==> src/stack_machine_execute_core_assert.svh <==
// assertion macros for the stack machine execute core
// used by the top level; expects clk_i and rst_ni in scope
`ifndef STACK_MACHINE_EXECUTE_CORE_ASSERT_SVH
`define STACK_MACHINE_EXECUTE_CORE_ASSERT_SVH

// same-cycle implication
`define SMC_ASSERT_IMP(lbl, ante, cons, msg) \
  lbl: assert property (@(posedge clk_i) disable iff (!rst_ni) (ante) |-> (cons)) \
    else $error(msg);

// next-cycle implication
`define SMC_ASSERT_NXT(lbl, ante, cons, msg) \
  lbl: assert property (@(posedge clk_i) disable iff (!rst_ni) (ante) |=> (cons)) \
    else $error(msg);

`endif

==> src/smc_pkg.sv <==
// shared types, opcodes and constants of the stack machine execute core
// no dependencies
package smc_pkg;

  localparam int STACK_AW    = 8;
  localparam int STACK_DEPTH = 1 << STACK_AW;

  typedef logic [STACK_AW-1:0] sptr_t;

  localparam logic [31:0] TRUE_WORD = 32'hFFFF_FFFF;
  localparam int          LITS_SHIFT = 7;

  typedef enum logic [5:0] {
    OP_INVALID     = 6'd0,
    OP_EXCEPTION   = 6'd1,
    OP_JSR_C       = 6'd2,
    OP_JMP_C       = 6'd3,
    OP_JZ_C        = 6'd4,
    OP_ADD_C       = 6'd5,
    OP_RGET_C      = 6'd6,
    OP_RSET_C      = 6'd7,
    OP_TWODUP      = 6'd8,
    OP_LIT         = 6'd9,
    OP_LITS        = 6'd10,
    OP_RET         = 6'd11,
    OP_JSR         = 6'd12,
    OP_JMP         = 6'd13,
    OP_JZ          = 6'd14,
    OP_EQ0         = 6'd15,
    OP_EQ          = 6'd16,
    OP_ULT         = 6'd17,
    OP_LT          = 6'd18,
    OP_AND         = 6'd19,
    OP_OR          = 6'd20,
    OP_XOR         = 6'd21,
    OP_ADD         = 6'd22,
    OP_SUB         = 6'd23,
    OP_CSEL        = 6'd24,
    OP_UMUL        = 6'd25,
    OP_UDIV        = 6'd26,
    OP_RD          = 6'd27,
    OP_WRT         = 6'd28,
    OP_RDB         = 6'd29,
    OP_WRTB        = 6'd30,
    OP_SIGNE       = 6'd31,
    OP_SHL         = 6'd32,
    OP_USHR        = 6'd33,
    OP_SHR         = 6'd34,
    OP_NOP         = 6'd35,
    OP_DUP         = 6'd36,
    OP_DROP        = 6'd37,
    OP_SWAP        = 6'd38,
    OP_OVER        = 6'd39,
    OP_ROT         = 6'd40,
    OP_RTO         = 6'd41,
    OP_RFROM       = 6'd42,
    OP_RGET        = 6'd43,
    OP_RSET        = 6'd44,
    OP_LOAD_RETURN = 6'd45,
    OP_REARM       = 6'd46
  } op_e;

  typedef enum logic [2:0] {
    MEM_NONE    = 3'd0,
    MEM_RD_WORD = 3'd1,
    MEM_RD_BYTE = 3'd2,
    MEM_WR_WORD = 3'd3,
    MEM_WR_BYTE = 3'd4
  } mem_op_e;

  typedef enum logic [1:0] {
    CFG_TRAP_START = 2'd0,
    CFG_CODE_DBZ   = 2'd1,
    CFG_CODE_INV   = 2'd2
  } cfg_idx_e;

  typedef enum logic [3:0] {
    ST_IDLE,
    ST_RD_A,
    ST_RD_B,
    ST_RD_C,
    ST_MUL,
    ST_DIV,
    ST_EXEC,
    ST_WR2,
    ST_OUT
  } state_e;

  typedef enum logic {
    RD_TOP,
    RD_SECOND
  } rd_sel_e;

  typedef struct packed {
    logic    latch;
    rd_sel_e rd_sel;
    logic    cap_first;
    logic    cap_second;
    logic    mul_go;
    logic    div_init;
    logic    div_step;
    logic    exec;
    logic    wr_second;
    logic    load_out;
  } cmd_t;

  typedef struct packed {
    logic is_mul;
    logic is_div;
    logic div_last;
    logic has_w1;
    logic out_busy;
  } stat_t;

endpackage

==> src/smc_ctrl.sv <==
// controller state machine sequencing stack reads, execute units and writes
// depends on smc_pkg
module smc_ctrl import smc_pkg::*; (
  input  logic  clk_i,
  input  logic  rst_ni,
  input  logic  in_valid_i,
  output logic  in_stall_o,
  input  stat_t stat_i,
  output cmd_t  cmd_o
);

  state_e state_q, state_d;

  always_ff @(posedge clk_i or negedge rst_ni) begin
    if (!rst_ni) begin
      state_q <= ST_IDLE;
    end else begin
      state_q <= state_d;
    end
  end

  always_comb begin
    state_d    = state_q;
    cmd_o      = '0;
    in_stall_o = 1'b1;
    case (state_q)
      ST_IDLE: begin
        in_stall_o = 1'b0;
        if (in_valid_i) begin
          cmd_o.latch = 1'b1;
          state_d     = ST_RD_A;
        end
      end
      ST_RD_A: begin
        cmd_o.rd_sel = RD_TOP;
        state_d      = ST_RD_B;
      end
      ST_RD_B: begin
        cmd_o.rd_sel    = RD_SECOND;
        cmd_o.cap_first = 1'b1;
        state_d         = ST_RD_C;
      end
      ST_RD_C: begin
        cmd_o.cap_second = 1'b1;
        if (stat_i.is_mul) begin
          state_d = ST_MUL;
        end else if (stat_i.is_div) begin
          cmd_o.div_init = 1'b1;
          state_d        = ST_DIV;
        end else begin
          state_d = ST_EXEC;
        end
      end
      ST_MUL: begin
        cmd_o.mul_go = 1'b1;
        state_d      = ST_EXEC;
      end
      ST_DIV: begin
        cmd_o.div_step = 1'b1;
        if (stat_i.div_last) begin
          state_d = ST_EXEC;
        end
      end
      ST_EXEC: begin
        cmd_o.exec = 1'b1;
        state_d    = stat_i.has_w1 ? ST_WR2 : ST_OUT;
      end
      ST_WR2: begin
        cmd_o.wr_second = 1'b1;
        state_d         = ST_OUT;
      end
      ST_OUT: begin
        if (!stat_i.out_busy) begin
          cmd_o.load_out = 1'b1;
          state_d        = ST_IDLE;
        end
      end
      default: state_d = ST_IDLE;
    endcase
  end

endmodule

==> config.mk <==
export PLATFORM = sky130hd
export DESIGN_NAME = smc_ctrl
export DESIGN_NICKNAME = d
export VERILOG_FILES = /design/src/stack_machine_execute_core_assert.svh /design/src/smc_pkg.sv /design/src/smc_ctrl.sv
export SDC_FILE = /design/constraint.sdc
export NUM_CORES = 1
export LEC_CHECK = 0
export BUFFER_PORTS_ARGS = -buffer_cell sky130_fd_sc_hd__buf_2
export CORE_MARGIN = 3
export CORE_UTILIZATION = 23
export DETAILED_ROUTE_END_ITERATION = 7
export GPL_TIMING_DRIVEN = 0
export PLACE_DENSITY = 0.58
export REMOVE_ABC_BUFFERS = 1
export SETUP_SLACK_MARGIN = 0.05
export SLEW_MARGIN = 40
export SYNTH_ARGS = -nofsm -noshare
export SYNTH_HDL_FRONTEND = slang
export SYNTH_SLANG_ARGS = --single-unit
==> constraint.sdc <==
create_clock -name clk_i -period 1.4 [get_ports clk_i]
set_input_delay 0.14 -clock clk_i [delete_from_list [all_inputs] [get_ports clk_i]]
set_output_delay 0.14 -clock clk_i [all_outputs]
set_load 0.005 [all_outputs]
### Word level (Yosys, flattened, before mapping)

Cells that the tools add are included.
W data, S select, Z words.

* eq/ne operators: 11
* mux-type cells: 21
* reduce and logical (&&, ||, !) cells: 2

Operator list (number)
* $pmux W4 S9: 1
* $mux W4: 5
* $eq A4 B3 Y1 const B: 4
* $mux W1: 14
* $eq A4 B2 Y1 const B: 2
* $ne A2 B2 Y1 const B: 3
* $eq A4 B1 Y1 const B: 1
* $eq A4 B4 Y1 const B: 1
* $logic_not A4 Y1: 1
* $reduce_and A3 Y1: 1
* $mux W2: 1

* flip-flop bits (word level): 4
* bits of input ports: 8
* output and inout port bits: 11
* logic and storage cells: 35

### Depth between registers and ports, before layout

Gate-level depths: netlist (run 1).

* depth in word-level cells: 3
* mapped depth: 4
* depth with buffers taken out: 3

### Worst setup path before layout (run 1)

OpenSTA, ideal clock, no wires.

* kind: flip-flop to flip-flop
* start: register state_q[3]
* end: register state_q[0]
* library setup time: 66 ps
* data arrival time: 1110 ps
* required time: 1334 ps
* slack: 224 ps
* cell stages (with the launch flop): 5
* path buffers: 1
* period minus slack after synthesis: 1176 ps
* cell sequence: dfrtp_1 or2_0 buf_2 o32ai_2 a22o_1

* cells in the longest elaborated chain, start to end: 3
* elaborated cells between the ends (all ways): 14
* those cells by class: eq/ne: 11; mux: 1; reduce/logical: 2

Ends and longest elaborated chain
* from (decl): line smc_ctrl.sv:12 `state_e state_q, state_d;`
* from (signal assigned): line smc_ctrl.sv:18 `state_q <= state_d;`
* $eq A4 B3 Y1, or another cell as far along: line smc_ctrl.sv:26 `case (state_q)`
* $ne A2 B2 Y1 (no line)
* $reduce_and A3 Y1 (no line)

Several ways; a longest one is shown, not always the timed one.
A chain may end at the register's enable or synchronous reset.

==> flow_metrics.py, run 1 <==
metrics = {
    "clock_network": {
        "cts_sinks": 4,
        "clock_latency_ns": 0.23,
        "numCtsBuffers": 3,
        "cts_tree": "done",
        "htreeDepth": 1,
        "clock_path_buffers": 2,
        "clock-root-buffer": "clkbuf_4",
        "clk_pin_slew_ns": 0.04,
    },
    "detailed_routing": {
        "vias": 435,
        "drt_iter0_drc": 12,
        "wl_met1_um": 397,
        "post-route-drc-count": 0,
        "ant_nets": 0,
        "route.met2.wl_um": 567,
        "top_layer_used": "met3",
        "avgRoutedWirePerCell_um": 12.0,
        "routed_wl_um": 1050,
        "drtPass1Iterations": 4,
        "dr_wl_met3_um": 89,
        "viasPerCell": 4.94,
    },
    "job": {
        "maxCapViolCount": 0,
    },
    "yosys": {
        "syn_inst": 45,
        "synth-seq-cells": 4,
        "syn_area_per_cell_um2": 7.59,
        "synthDistinctLibCells": 21,
        "seq_area_frac_synth_pct": 29.3,
        "yosysWarnings": 0,
        "syn_area_um2": 342,
    },
    "timing": {
        "clock_skew_ns": 0.00609,
        "setup_viol": 2,
        "tns_ns": -0.0169,
        "finalCritPeriodShare_pct": 101,
        "timing.fmax_mhz": 708,
        "tightest_slew_ns": 0.243,
        "maxSlewViolCount": 0,
        "worst_slack_ns": -0.0118,
        "rsz0062_at_grt": "true",
        "slew_headroom_pct": 83.7,
        "finalHoldViolCount": 0,
        "period_needed_ns": 1.41,
    },
    "power": {
        "ir_worst_vdd_v": 0.000614,
        "combinationalPowerShare_pct": 66.4,
        "leakagePower_nw": 0.297,
        "seqPwrFrac_pct": 22.4,
        "power.share.clock_pct": 11.3,
        "p_sw_share_pct": 41.2,
        "p_int_mw": 0.745,
        "p_sw_mw": 0.522,
        "powerDensity_mw_per_mm2": 2210,
    },
    "finish": {
        "layout_commonest_cell": "buf_2",
        "fin_cells": 88,
        "n_antenna_cell": 0,
        "syn_to_final_growth_pct": 68.1,
        "layout_common_cells": "18 x buf_2, 9 x buf_4, 6 x nor2_1",
        "drive_above_1_share_pct": 58.9,
        "top_register": "state_q",
        "final_nets": 83,
        "final_area_um2": 574,
        "largestRegisters": "state_q: 4 flops",
        "largest_register_ffs": 4,
    },
    "global_route": {
        "grt_overflow_total": 0,
        "grt_pass1_vias": 374,
        "grt_use_total_pct": 10.5,
        "grt_max_degree": 12,
        "antenna_found_initial": 0,
        "grt_first_pass_wirelength_um": 1560,
    },
    "status": {
        "violations": "negative setup slack",
        "outcome": "complete, but fails checks",
    },
    "floorplan": {
        "die_y_um": 44.5,
        "die_w_um": 44.5,
        "rows": 13,
        "die_area_mm2": 0.00198,
        "core-area_mm2": 0.00135,
        "io_pins": 19,
        "start_util_pct": 25.3,
    },
    "hold_path": {
        "hold_path.class": "input port to register",
    },
    "placement": {
        "place_ws_ns": 0.0980,
        "portBuffers": 18,
        "dp.cells": 74,
        "dpl.hpwl_um": 668,
        "postPlaceCellArea_um2": 428,
        "place.gp.congestion": 0.726,
    },
    "setup_path": {
        "criticalPathCategory": "register to output port",
        "worstSetupStartpointType": "register",
        "cp-end-kind": "output port",
        "critical_path_arrival_ns": 1.27,
        "required_ns": 1.26,
        "crit_fanout": 6,
    },
}
[synthesized netlist by cell type, drive strengths merged]
library cell | instances | area share (%)
nor2 | 7 | 7.7
nand2b | 5 | 9.2
nor3 | 5 | 7.3
buf | 4 | 6.6
dfrtp | 4 | 29
a21oi | 3 | 4.4
nand2 | 3 | 3.3
inv | 2 | 2.2
or2 | 2 | 3.7
a21bo | 1 | 2.9
a21boi | 1 | 2.2
a22o | 1 | 2.6
a31oi | 1 | 1.8
nand3 | 1 | 1.5
nor3b | 1 | 3.7
o211a | 1 | 2.9
o21ai | 1 | 1.5
o22a | 1 | 2.6
o32ai | 1 | 4.8
[power groups by stage]
stage	registers, mW	clock network, mW	logic, mW
after floorplan	0.258	0	0.347
after global placement	0.294	0	0.495
after detailed placement	0.289	0	0.498
after CTS	0.282	0.144	0.682
after global routing	0.293	0.152	0.916
final	0.283	0.143	0.841
[logic make-up (layout without fill, tap and decap cells)]
logic type,after synthesis,after routing,synth area share [%]
buffers and inverters,6,34,8.79
AND/OR/NAND/NOR,24,24,36.3
AO/OA/AOI/OAI,11,11,25.6
flip-flops,4,4,29.3
[repair_timing]
item                                   CTS  global route
pin swaps                                2             1
gates resized for setup                  9             3
setup endpoints to repair               10             9
endpoints found under the hold margin    4             0
buffers inserted                         4             6
hold buffers                             1             0
[layer usage]
metal,global-route usage [%],up-vias
met1,12.9,203
met3,0.407,0
li1,-,210
met5,0,-
met4,7.23,0
met2,17.5,22
[stage by stage]
stage	hold slack [ns]	util [%]	total power, mW
after floorplan	-0.156	-	0.605
after global placement	-0.0555	31.7	0.789
after detailed placement	-0.0489	31.7	0.787
after CTS	0.170	38.6	1.11
after global routing	0.213	42.5	1.36
final	0.178	42.5	1.27
[critical path: stages (launching register included)]
cell and delay, ns:
dfrtp_1 0.41, nand2b_2 0.25, nor3b_2 0.24, buf_2 0.14
[final timing paths]
check,endpoint,slack (ns),depth (start not counted),start
setup / recovery,cmd_o[3],-0.01,3,state_q[3]
hold / removal,state_q[3],0.18,3,stat_i[0]
setup reg to reg,state_q[0],0.11,5,state_q[2]
hold reg to reg,state_q[2],0.49,1,state_q[3]
max in group asynchronous,state_q[0],1.02,2,rst_ni
min in group asynchronous,state_q[2],0.24,2,rst_ni
[cell type report]
type,instances,area [um2]
Fill cell,151,776
Sequential cell,4,104
Inverter,2,7.51
Multi-Input combinational cell,35,243
Clock buffer,3,22.5
Tap cell,15,18.8
Timing Repair Buffer,29,179
No activity file was read; power rests on OpenSTA's default activity.
==> run 2: changes to the inputs <==
CORE_AREA = 3 3 40 42   (was default)
CORE_MARGIN = default   (was 3)
CORE_UTILIZATION = default   (was 23)
DIE_AREA = 0 0 43 45   (was default)
GPL_TIMING_DRIVEN = default   (was 0)
PLACE_DENSITY = 0.62   (was 0.58)
==> run 2 against run 1 <==
The flow now finishes without violations. Final cell count shrank 1.1%. Critical endpoint is now cmd_o[9]. Flip-flop and latch count is the same. Setup slack gained 0.022 ns. Global-route usage increased by 0.070 points. Via count fell by 0.46%. Clock-buffer cell count unchanged. Fmax increased by 1.6%.
==> flow_metrics.py, run 2 (synthesis results as in run 1) <==
metrics = {
    "setup_path": {
        "crit_buf_inv": 1,
        "criticalPathCategory": "register to output port",
        "cp-end-kind": "output port",
        "crit_fanout": 5,
        "worstSetupStartpointType": "register",
        "critPathLaunch": "state_q[2]",
        "critPathTopFamily": "simple AND/OR/NAND/NOR gates",
        "critical_path_arrival_ns": 1.25,
        "cp_cell_sequence": "or2_4 -> nand2b_4 -> nor2_2 -> buf_2",
        "r2r_start": "state_q[0]",
        "slowest_delay_ns": 0.42,
        "required_ns": 1.26,
        "cpMaxStageDelayCell": "dfrtp_2",
    },
    "global_route": {
        "grt_overflow_total": 0,
        "antenna_found_initial": 0,
        "met1_usage_pct": 15.0,
        "grt_pass1_vias": 357,
        "grt_use_total_pct": 10.6,
        "grt_max_degree": 12,
        "grt_first_pass_wirelength_um": 1550,
        "gr-usage-met2_pct": 15.6,
        "use_met3_pct": 0.398,
        "grt.busiest_layer": "met2",
    },
    "clock_network": {
        "cts_sinks": 4,
        "clk_pin_slew_ns": 0.04,
        "clock-root-buffer": "clkbuf_4",
        "htreeDepth": 1,
        "numCtsBuffers": 3,
        "cts_tree": "done",
        "clock_latency_ns": 0.24,
        "clock_path_buffers": 2,
    },
    "power": {
        "leakagePower_nw": 0.295,
        "ir_worst_vdd_v": 0.000794,
        "powerDensity_mw_per_mm2": 2250,
    },
    "hold_path": {
        "hold_path.class": "input port to register",
        "hp-start": "stat_i[0]",
    },
    "timing": {
        "maxSlewViolCount": 0,
        "tightest_slew_ns": 0.239,
        "timing.fmax_mhz": 720,
        "setup_viol": 0,
        "finalHoldViolCount": 0,
        "clock_skew_ns": 0.00541,
        "slew_headroom_pct": 84.0,
        "rsz0062_at_grt": "true",
        "finalCritPeriodShare_pct": 99.3,
        "period_needed_ns": 1.39,
    },
    "detailed_routing": {
        "drtPass1Iterations": 4,
        "ant_nets": 0,
        "post-route-drc-count": 0,
        "viasPerCell": 4.98,
        "avgRoutedWirePerCell_um": 12.3,
        "drt_iter0_drc": 21,
        "vias": 433,
        "routed_wl_um": 1070,
    },
    "floorplan": {
        "die_w_um": 43,
        "die_y_um": 45,
        "start_util_pct": 26.6,
        "core-area_mm2": 0.00128,
        "rows": 13,
        "io_pins": 19,
        "die_area_mm2": 0.00194,
    },
    "finish": {
        "final_nets": 82,
        "n_antenna_cell": 0,
        "layout_common_cells": "19 x buf_2, 6 x buf_4, 5 x nor2_1",
        "fin_cells": 87,
        "largest_register_ffs": 4,
        "fin_util_pct": 44.6,
        "syn_to_final_growth_pct": 67.8,
        "top_register": "state_q",
        "largestRegisters": "state_q: 4 flops",
        "drive_above_1_share_pct": 58.3,
        "fill_cells": 130,
        "layout_commonest_cell": "buf_2",
    },
    "placement": {
        "portBuffers": 18,
        "place.gp.congestion": 0.789,
        "dpl.hpwl_um": 691,
        "dp.cells": 76,
    },
    "status": {
        "outcome": "finished, final reports clean",
    },
    "job": {
        "maxCapViolCount": 0,
    },
}
==> run 2: path summary, 6_finish.rpt <==
| path | endpoint | slack (ns) | cells after the start |
|---|---|---|---|
| setup reg to reg | state_q[1] | 0.07 | 5 |
| setup / recovery | cmd_o[9] | 0.01 | 4 |
| hold reg to reg | state_q[3] | 0.57 | 2 |
| hold / removal | state_q[3] | 0.17 | 3 |
| max in group asynchronous | state_q[1] | 1.03 | 2 |
| min in group asynchronous | state_q[3] | 0.24 | 2 |
==> run 2: through the flow <==
step / setup slack [ns] / total power, mW / area (um2) / hold slack [ns] / TNS [ns]
after floorplan: 0.232 / 0.605 / 319 / -0.156 / 0
after global placement: 0.150 / 0.830 / 443 / -0.0538 / 0
after detailed placement: 0.0881 / 0.837 / 443 / -0.0550 / 0
after CTS: -0.0194 / 1.09 / 508 / 0.182 / -0.0397
after global routing: -0.0797 / 1.38 / 573 / 0.220 / -0.205
final: 0.0103 / 1.29 / 573 / 0.175 / 0
==> run 2: final cells by class <==
cell class              count  area [um2]  share of cell area [%]
flip-flops and latches      4         104                    18.1
repair buffers             28         175                    30.6
multi-input cells          35         245                    42.8
inverters                   2        7.51                    1.31
clock buffers               3        22.5                    3.93
well taps                  15        18.8                    3.28
==> run 2: report_power, final <==
part,switching (mW),total (mW),internal [mW]
clock network,0.0484,0.144,0.0960
logic,0.396,0.873,0.476
registers,0.0924,0.270,0.177
==> run 2: worst min-delay path, cell delays in order <==
cell	delay, ns
buf_2	0.10
nand3_1	0.07
o21ai_0	0.07
==> run 2: repair_timing <==
action,4_1_cts,5_1_grt
gates cloned,0,0
resized for setup,6,7
hold buffers,1,0
setup buffers,2,5
pin swaps,1,2
setup endpoints to repair,9,11
endpoints found under the hold margin,4,0
==> run 2: metal layers <==
metal / part of all wire [%] / up-vias / routed length [um]
met5: 0 / - / 0
met4: 0.84 / 0 / 9
met3: 6.8 / 2 / 73
met2: 46 / 18 / 493
met1: 46 / 202 / 494
li1: - / 211 / -
==> run 3: changes to the inputs <==
==> constraint.sdc (replaced) <==
create_clock -name clk_i -period 1.4 [get_ports clk_i]
set_input_delay 0.14 -clock clk_i [delete_from_list [all_inputs] [get_ports clk_i]]
set_output_delay 0.14 -clock clk_i [all_outputs]
set_load 0.02 [all_outputs]
==> run 3 against run 2 <==
The run now ends with negative setup slack left. Utilization increased by 3.3 points. Register-to-register slack better by 0.03 ns. Wire length fell by 1.1%. Via count down 1.6%. Final cell count fell by 1.1%. Clock-buffer cell count stayed put. Power is 15% higher. Sequential share of layout area decreased by 1.5 points. First-iteration DRC count is 81% lower. Non-clock buffer count fell by 1. Critical path depth decreased by 1. Critical endpoint is now cmd_o[4]. Largest power group unchanged.
==> flow_metrics.py, run 3 (synthesis results as in run 1) <==
metrics = {
    "status": {
        "outcome": "complete, but fails checks",
        "violations": "negative setup slack",
    },
    "finish": {
        "drive_above_1_share_pct": 62.0,
        "n_antenna_cell": 0,
        "syn_to_final_growth_pct": 80.2,
        "final_area_um2": 616,
        "largestRegisters": "state_q: 4 flops",
        "layout_commonest_cell": "buf_2",
        "fin_util_pct": 47.9,
        "top_register": "state_q",
        "largest_register_ffs": 4,
        "fin_cells": 86,
        "seqCellArea_um2": 103,
        "fill_cells": 126,
        "multi_input_area_um2": 268,
        "layout_common_cells": "11 x buf_2, 10 x buf_4, 5 x buf_6",
        "final_nets": 81,
    },
    "global_route": {
        "grt_max_degree": 9,
        "grt_use_total_pct": 11.8,
        "antenna_found_initial": 0,
        "grt_first_pass_wirelength_um": 1690,
        "grt_pass1_vias": 378,
        "grt_overflow_total": 0,
    },
    "clock_network": {
        "cts_tree": "done",
        "clock-root-buffer": "clkbuf_4",
        "clock_latency_ns": 0.24,
        "htreeDepth": 1,
        "cts_sinks": 4,
        "clock_path_buffers": 2,
        "numCtsBuffers": 3,
        "clk_pin_slew_ns": 0.04,
    },
    "timing": {
        "tightest_slew_ns": 0.199,
        "setup_viol": 2,
        "tns_ns": -0.0188,
        "holdWs_ns": 0.178,
        "maxSlewViolCount": 0,
        "clock_skew_ns": 0.00592,
        "slew_headroom_pct": 86.6,
        "finalCritPeriodShare_pct": 101,
        "finalHoldViolCount": 0,
        "worst_slack_ns": -0.00945,
        "rsz0062_at_grt": "true",
        "timing.fmax_mhz": 709,
        "period_needed_ns": 1.41,
    },
    "setup_path": {
        "r2r_start": "state_q[2]",
        "slowest_delay_ns": 0.39,
        "crit_fanout": 5,
        "critPathTopFamily": "simple AND/OR/NAND/NOR gates",
        "crit_buf_inv": 1,
        "critical_path_arrival_ns": 1.27,
        "criticalPathCategory": "register to output port",
        "cpMaxStageDelayCell": "dfrtp_1",
        "required_ns": 1.26,
        "worstSetupStartpointType": "register",
        "cp-end-kind": "output port",
        "cp_cell_sequence": "or2_4 -> nor3_2 -> buf_4",
        "critPathLaunch": "state_q[2]",
    },
    "power": {
        "ir_worst_vdd_v": 0.00122,
        "p_int_mw": 0.799,
        "powerDensity_mw_per_mm2": 2400,
        "p_sw_mw": 0.680,
        "power.share.clock_pct": 9.8,
        "seqPwrFrac_pct": 18.0,
        "combinationalPowerShare_pct": 72.1,
        "leakagePower_nw": 0.296,
        "p_sw_share_pct": 46.0,
    },
    "floorplan": {
        "io_pins": 19,
        "start_util_pct": 26.6,
        "die_area_mm2": 0.00194,
        "core-area_mm2": 0.00128,
        "die_y_um": 45,
        "rows": 13,
        "die_w_um": 43,
    },
    "placement": {
        "place.gp.congestion": 0.747,
        "postPlaceCellArea_um2": 450,
        "dp.cells": 77,
        "portBuffers": 18,
        "dpl.hpwl_um": 707,
    },
    "detailed_routing": {
        "post-route-drc-count": 0,
        "drt_iter0_drc": 4,
        "viasPerCell": 4.95,
        "avgRoutedWirePerCell_um": 12.3,
        "ant_nets": 0,
        "drtPass1Iterations": 5,
        "vias": 426,
        "routed_wl_um": 1060,
    },
    "hold_path": {
        "hp-start": "stat_i[0]",
        "hold_path.class": "input port to register",
    },
    "job": {
        "maxCapViolCount": 0,
    },
}
## run 3: changes by cell type in the layout (fill, tap and decap cells not counted), moves of 2 or more
cell / previous run / this run
buf_4: 6 / 10
buf_6: 0 / 5
buf_2: 19 / 11
nor2_4: 0 / 2
nor2_1: 5 / 3
## run 3: final timing paths
kind | endpoint | cells after the start | slack (ns)
max reg2reg | state_q[0] | 4 | 0.10
min reg2reg | state_q[2] | 2 | 0.60
min in group asynchronous | state_q[3] | 2 | 0.23
max in group asynchronous | state_q[0] | 2 | 1.03
min | state_q[3] | 3 | 0.18
max | cmd_o[4] | 3 | -0.009
## run 3: layer usage
layer / GRT usage [%] / wire, um / vias to the layer above
met2: 19.5 / 529 / 18
met3: 1.99 / 80 / 2
met5: 0 / 0 / -
li1: - / - / 211
met4: 7.23 / 23 / 0
met1: 14.5 / 426 / 195
## run 3: through the flow
stage	power, mW	worst slack [ns]
final	1.48	-0.00945
after global routing	1.57	-0.0498
after floorplan	0.719	-0.0531
after CTS	1.42	0.00279
after detailed placement	0.978	0.0374
after global placement	0.970	0.0981
## run 3: timing repair
item	CTS	global route
endpoints found under the setup margin	10	11
hold buffers	1	0
hold endpoints to repair	4	0
buffers inserted	5	0
gates resized for setup	23	6
pin swaps	4	5
## run 3: power by group through the flow
stage               Sequential [mW]  Clock [mW]  Combinational [mW]
global route                  0.273       0.161                1.14
CTS                           0.253       0.140                1.03
global placement              0.228           0               0.742
floorplan                     0.258           0               0.461
finish                        0.267       0.145                1.07
detailed placement            0.231           0               0.747
## run 3: worst register-to-register path, cell delays in order (launching register included)
cell and delay [ns]:
dfrtp_1 0.39, or2_4 0.29, buf_4 0.15, o32ai_2 0.25, a22o_1 0.16
## run 3: layout make-up
| class | count | area share [%] |
|---|---|---|
| Timing Repair Buffer | 27 | 31.9 |
| Sequential cell | 4 | 16.7 |
| Clock buffer | 3 | 3.66 |
| Multi-Input combinational cell | 35 | 43.5 |
| Inverter | 2 | 1.22 |
| Tap cell | 15 | 3.05 |
